**config.mk**
```make
export PLATFORM = sky130hd
export DESIGN_NAME = mmpd_ctrl
export DESIGN_NICKNAME = d
export VERILOG_FILES = /design/src/mmpd_pkg.sv /design/src/mmpd_ctrl.sv
export SDC_FILE = /design/constraint.sdc
export NUM_CORES = 1
export LEC_CHECK = 0
export BUFFER_PORTS_ARGS = -buffer_cell sky130_fd_sc_hd__buf_2
export CAP_MARGIN = 20
export CORE_AREA = 2 2 39 41
export CTS_BUF_LIST = sky130_fd_sc_hd__clkbuf_8
export CTS_CLUSTER_DIAMETER = 120
export DETAILED_ROUTE_END_ITERATION = 8
export DIE_AREA = 0 0 41 43
export GPL_TIMING_DRIVEN = 1
export HOLD_SLACK_MARGIN = 0.06
export PLACE_DENSITY = 0.54
export SLEW_MARGIN = 5
export SYNTH_ARGS = -nofsm -noshare
export SYNTH_HDL_FRONTEND = slang
export SYNTH_SLANG_ARGS = --single-unit
export TNS_END_PERCENT = 30
```
**constraint.sdc**
```tcl
create_clock -name clk_i -period 4.75 [get_ports clk_i]
set_input_delay 0.95 -clock clk_i [delete_from_list [all_inputs] [get_ports clk_i]]
set_output_delay 0.95 -clock clk_i [all_outputs]
set_load 0.05 [all_outputs]
```
**src/mmpd_pkg.sv**
```systemverilog
// Shared types and constants of the multi-motor PID position drive.
package mmpd_pkg;

  // Widths of the fixed fields and of the working datapath.
  localparam int unsigned GAIN_W  = 24;
  localparam int unsigned LIM_W   = 16;
  localparam int unsigned POS_W   = 24;
  localparam int unsigned ERR_W   = 25;
  localparam int unsigned DERR_W  = 26;
  localparam int unsigned PROD_W  = 51;
  localparam int unsigned SUM_W   = 56;
  localparam int unsigned DUTY_W  = 16;
  localparam int unsigned OUT_W   = 17;
  localparam int unsigned MOTOR_W = 3;
  localparam int unsigned CFG_IDX_W  = 3;
  localparam int unsigned CFG_DATA_W = 24;

  // Division by ten retires four quotient bits per cycle.
  localparam int unsigned DIV_RADIX_BITS = 4;
  localparam int unsigned DIV_STEPS      = SUM_W / DIV_RADIX_BITS;
  localparam int unsigned DIV_CNT_W      = $clog2(DIV_STEPS);
  localparam logic [4:0]  DIVISOR        = 5'd10;

  typedef enum logic [CFG_IDX_W-1:0] {
    REG_PROP_GAIN   = 3'd0,
    REG_INTEG_GAIN  = 3'd1,
    REG_DERIV_GAIN  = 3'd2,
    REG_INTEG_LIMIT = 3'd3,
    REG_DUTY_LIMIT  = 3'd4,
    REG_LOWEST_DUTY = 3'd5,
    REG_ERROR_TOL   = 3'd6,
    REG_STOP_BAND   = 3'd7
  } cfg_idx_e;

  typedef struct packed {
    logic [GAIN_W-1:0] prop_gain;
    logic [GAIN_W-1:0] integ_gain;
    logic [GAIN_W-1:0] deriv_gain;
    logic [LIM_W-1:0]  integ_limit;
    logic [LIM_W-1:0]  duty_limit;
    logic [LIM_W-1:0]  lowest_duty;
    logic [LIM_W-1:0]  error_tolerance;
    logic [LIM_W-1:0]  stop_band;
  } cfg_t;

  typedef enum logic [3:0] {
    ST_IDLE,
    ST_MUL_P,
    ST_MUL_D,
    ST_MUL_I,
    ST_ACC,
    ST_DECAY,
    ST_DECAY_WAIT,
    ST_SUM,
    ST_MIX,
    ST_MIX_WAIT,
    ST_WB
  } state_e;

  typedef struct packed {
    logic load;
    logic mul_p;
    logic mul_d;
    logic mul_i;
    logic acc_upd;
    logic decay_start;
    logic decay_take;
    logic sum_acc;
    logic mix_start;
    logic mix_take;
    logic write_back;
  } dp_cmd_t;

  typedef struct packed {
    logic in_range;
    logic decay;
    logic div_done;
    logic out_free;
  } dp_status_t;

  function automatic logic [SUM_W-1:0] magnitude(logic signed [SUM_W-1:0] x);
    return x[SUM_W-1] ? SUM_W'(-x) : SUM_W'(x);
  endfunction

  function automatic logic signed [SUM_W-1:0] apply_sign(logic [SUM_W-1:0] m, logic neg);
    return neg ? -$signed(m) : $signed(m);
  endfunction

endpackage

```
**src/mmpd_ctrl.sv**
```systemverilog
// Sequencer that steps one sample through the shared multiplier and divider.
module mmpd_ctrl (
  input  logic                 clk_i,
  input  logic                 rst_ni,
  input  logic                 in_valid_i,
  output logic                 in_ready_o,
  input  mmpd_pkg::dp_status_t status_i,
  output mmpd_pkg::dp_cmd_t    cmd_o
);

  mmpd_pkg::state_e state_q, state_d;

  always_ff @(posedge clk_i or negedge rst_ni) begin
    if (!rst_ni) begin
      state_q <= mmpd_pkg::ST_IDLE;
    end else begin
      state_q <= state_d;
    end
  end

  always_comb begin
    state_d    = state_q;
    cmd_o      = '0;
    in_ready_o = 1'b0;
    unique case (state_q)
      mmpd_pkg::ST_IDLE: begin
        in_ready_o = 1'b1;
        if (in_valid_i) begin
          cmd_o.load = 1'b1;
          state_d    = mmpd_pkg::ST_MUL_P;
        end
      end
      mmpd_pkg::ST_MUL_P: begin
        if (status_i.in_range) begin
          cmd_o.mul_p = 1'b1;
          state_d     = mmpd_pkg::ST_MUL_D;
        end else begin
          state_d = mmpd_pkg::ST_WB;
        end
      end
      mmpd_pkg::ST_MUL_D: begin
        cmd_o.mul_d = 1'b1;
        state_d     = mmpd_pkg::ST_MUL_I;
      end
      mmpd_pkg::ST_MUL_I: begin
        cmd_o.mul_i = 1'b1;
        state_d     = mmpd_pkg::ST_ACC;
      end
      mmpd_pkg::ST_ACC: begin
        cmd_o.acc_upd = 1'b1;
        state_d       = status_i.decay ? mmpd_pkg::ST_DECAY : mmpd_pkg::ST_SUM;
      end
      mmpd_pkg::ST_DECAY: begin
        cmd_o.decay_start = 1'b1;
        state_d           = mmpd_pkg::ST_DECAY_WAIT;
      end
      mmpd_pkg::ST_DECAY_WAIT: begin
        if (status_i.div_done) begin
          cmd_o.decay_take = 1'b1;
          state_d          = mmpd_pkg::ST_SUM;
        end
      end
      mmpd_pkg::ST_SUM: begin
        cmd_o.sum_acc = 1'b1;
        state_d       = mmpd_pkg::ST_MIX;
      end
      mmpd_pkg::ST_MIX: begin
        cmd_o.mix_start = 1'b1;
        state_d         = mmpd_pkg::ST_MIX_WAIT;
      end
      mmpd_pkg::ST_MIX_WAIT: begin
        if (status_i.div_done) begin
          cmd_o.mix_take = 1'b1;
          state_d        = mmpd_pkg::ST_WB;
        end
      end
      mmpd_pkg::ST_WB: begin
        if (status_i.out_free) begin
          cmd_o.write_back = 1'b1;
          state_d          = mmpd_pkg::ST_IDLE;
        end
      end
      default: state_d = mmpd_pkg::ST_IDLE;
    endcase
  end

endmodule

```
=== After elaboration in Yosys (flattened, before gate mapping) ===
Index checks and enable logic that the tools add are counted.

* Reductions and logical operators: 2
* Equal/unequal tests: 14
* Muxes and demuxes: 23

{| class="wikitable"
|+ Operator list
! operator !! number
|-
| $pmux 4 s11 || 1
|-
| $mux 4 || 5
|-
| $eq 4x3->1 const B || 4
|-
| $mux 1 || 16
|-
| $eq 4x4->1 const B || 3
|-
| $eq 4x2->1 const B || 2
|-
| $ne 2x2->1 const B || 4
|-
| $eq 4x1->1 const B || 1
|-
| $logic_not 4->1 || 1
|-
| $reduce_and 4->1 || 1
|-
| $mux 2 || 1
|}

* Input port bits: 7
* Register bits after elaboration: 4
* Output and inout port bits: 12
* Word-level logic and storage cells: 40

=== Logic depth before layout (Yosys ltp) ===
* Word-level depth: 3
* Mapped depth: 5

=== Worst setup path before layout ===
OpenSTA, ideal clock, no wires.

* Path kind: register -> output
* Start point: register state_q[3]
* End point: output cmd_o[10] in the netlist's numbering
* Buffers on the path: 1
* Arrival time: 2.750 ns
* Stages on the path, launching flop included: 4
* Required time: 3.800 ns
* Slack: 1.050 ns
* Path through: dfrtp_1 -> clkbuf_1 -> nor4_1 -> and2_1

{| class="wikitable"
|+ RTL lines
! item !! line !! RTL
|-
| from (decl) || mmpd_ctrl.sv:11 || <nowiki>mmpd_pkg::state_e state_q, state_d;</nowiki>
|-
| from (signal assigned) || mmpd_ctrl.sv:15 || <nowiki>state_q <= mmpd_pkg::ST_IDLE;</nowiki>
|-
| from (signal assigned) || mmpd_ctrl.sv:17 || <nowiki>state_q <= state_d;</nowiki>
|-
| to (decl) || mmpd_ctrl.sv:8 || <nowiki>output mmpd_pkg::dp_cmd_t cmd_o</nowiki>
|}

==> impl_metrics.toml <==
[floorplan]
die_h_um = 43
initial_core_util_pct = 26.8
io_pins = 19
core_area_sq_um = 1380
dieArea_sq_um = 1760
rows = 14
dieWidth_um = 41

[logic_synthesis]
yosysWarnings = 0
syn_nets = 57
ys_seq_elements = 4
syn_inst = 50
synth.distinct_cells = 23
syn_area_sq_um = 370
syn_area_per_cell_sq_um = 7.41
synth_seq_area_share_pct = 27.0

[clocking]
clk_latency_ps = 220
cts_tree = "built"
path_clk_slew_ps = 30
cts_setup_buffers = 0
root_buffer = "clkbuf_8"
clock_path_buffers = 2
clock_sinks = 4
cts_made_buffers = 3
postCtsHoldBufs = 0
cts_resized = 0
cts-htree-levels = 1

[sta]
fmax_mhz = 390
skew_ps = 3.82
post-route-period-util_pct = 53.9
finalSetupViolCount = 0
hold_violations = 0
relSlewSlack_pct = 70.3
setup_tns_ps = 0
maxSlewViolCount = 0
setup_ws_ps = 2190
period_needed_ps = 2560
rsz0062_at_grt = "no"
tightest_slew_ps = 445

[setup_path]
crit_path_start = "state_q[1]"
crit_type = "reg2out"
rr_startpoint = "state_q[1]"
cp-end-kind = "primary output"
critPathMaxFanout = 15
start_kind = "register"
rrSetupSlack_ps = 3000
arrival_ps = 1610
r2r_end = "state_q[1]"
worstPathRequired_ps = 3800
r2r_cells = 4

[pwr]
power.leakage_nw = 0.249
ir_drop_mv = 0.346
powerDensity_nw_per_um2 = 800
power.total_uw = 404

[hold_path]
min_path_type = "in2async"

[cells_and_area]
diodes = 0
reg.largest.list = "state_q x4"
final_nets = 76
largest_reg_flops = 4
utilization_pct = 36.4
final_cells = 83
drive_gt1_share_pct = 32.8
top_register = "state_q"
synthToLayoutAreaGrowth_pct = 36.1

[routing]
via_per_inst = 4.96
via_count = 412
drt_iter0_drc = 5
firstDrtPassIters = 4
wire_per_inst_um = 11.2
wl_um = 927
post-route-drc-count = 0
detail-route-antenna-nets = 0

[global_routing]
grtUsageTotal_pct = 12.0
antenna_found_initial = 0
grt_pass1_wl_um = 1320
grt.overflow.total = 0
grt_pass1_vias = 322
grt_max_degree = 16

[placed_design]
dp_cells = 80
gp_congestion = 0.684
io_buffers = 18
dp_slack_ps = 2190
hpwl_um = 617

[outcome]
outcome = "completed"

[run]
cap_viol_max_count = 0
how the worst max path moves through the flow:
stage / slack, ps / cells after the start / end
final: 2190 / 3 / cmd_o[0]
after CTS: 2150 / 3 / cmd_o[0]
after global routing: 2090 / 3 / cmd_o[0]
after global placement: 2220 / 4 / cmd_o[0]
after floorplan: 1050 / 3 / cmd_o[10]
after detailed placement: 2190 / 4 / cmd_o[0]
layout make-up:
type                            count  area (sq um)
Inverter                            5          18.8
Timing Repair Buffer               18          90.1
Fill cell                         157           880
Clock buffer                        3          41.3
Multi-Input combinational cell     37           234
Tap cell                           16          20.0
Sequential cell                     4           100
cell families after synthesis:
group | synth area share, %
and+or+nand+nor | 37.8
AOI/OAI and AO/OA | 16.9
buffers and inverters | 9.80
DFF | 27.0
muxes | 6.08
xor gates and xnor gates | 2.37
worst max-delay path: stages (launching register included):
cell and delay (ps):
dfrtp_1 580, clkinv_1 230, nor4_1 280, buf_2 300
metrics by stage:
step / cell area, sq um / hold slack (ps)
finish: 504 / 527
global route: 504 / 526
CTS: 504 / 524
detailed placement: 463 / 721
global placement: 463 / 720
floorplan: 370 / 642
layout by cell type, fill, tap and decap left out:
cell type and instances:
buf_2 18, nor2_1 6, nor3_1 5, inv_1 4
a21oi_1 4, dfrtp_1 4, nor4_1 3, clkbuf_8 3
nand2_1 2, nand2b_1 2, nand4bb_1 2, or3_1 2
mux2_1 2, clkinv_1 1, nand3_1 1, and2_1 1
o21a_1 1, o22ai_1 1, nand3b_1 1, a211oi_2 1
o32ai_1 1, xor2_1 1, o31ai_1 1
cells in the mapped netlist (all sizes together):
library cell	instances	area share [%]
nor3	5	6.8
mux2	2	6.1
a211oi	1	3.4
o21a	1	2.0
clkinv	1	1.0
o32ai	1	2.4
buf	2	2.7
and2	1	1.7
a21oi	4	5.4
inv	4	4.1
nand2	2	2.0
nor4	3	5.1
clkbuf	2	2.0
nand4bb	2	6.1
nand3	1	1.4
o31ai	1	2.0
nand3b	1	2.0
or3	2	3.4
nor2	6	6.1
o22ai	1	1.7
nand2b	2	3.4
dfrtp	4	27
xor2	1	2.4
power breakdown:
part	switching (mW)	leakage (nW)	total (mW)	internal, mW
clock	0.0174	0.0216	0.0713	0.0540
combinational	0.150	0.177	0.224	0.0741
sequential	0.0578	0.0499	0.108	0.0500
total	0.225	0.249	0.404	0.178
metal layers:
layer / routed length, um / up-vias / GRT usage, % / part of all wire [%]
li1: - / 211 / - / -
met1: 445 / 179 / 15.4 / 48
met2: 375 / 17 / 13.1 / 40
met3: 84 / 5 / 9.42 / 9.1
met4: 21 / 0 / 8.00 / 2.3
met5: 0 / - / 0 / 0
Power figures use the tool's default switching activity.
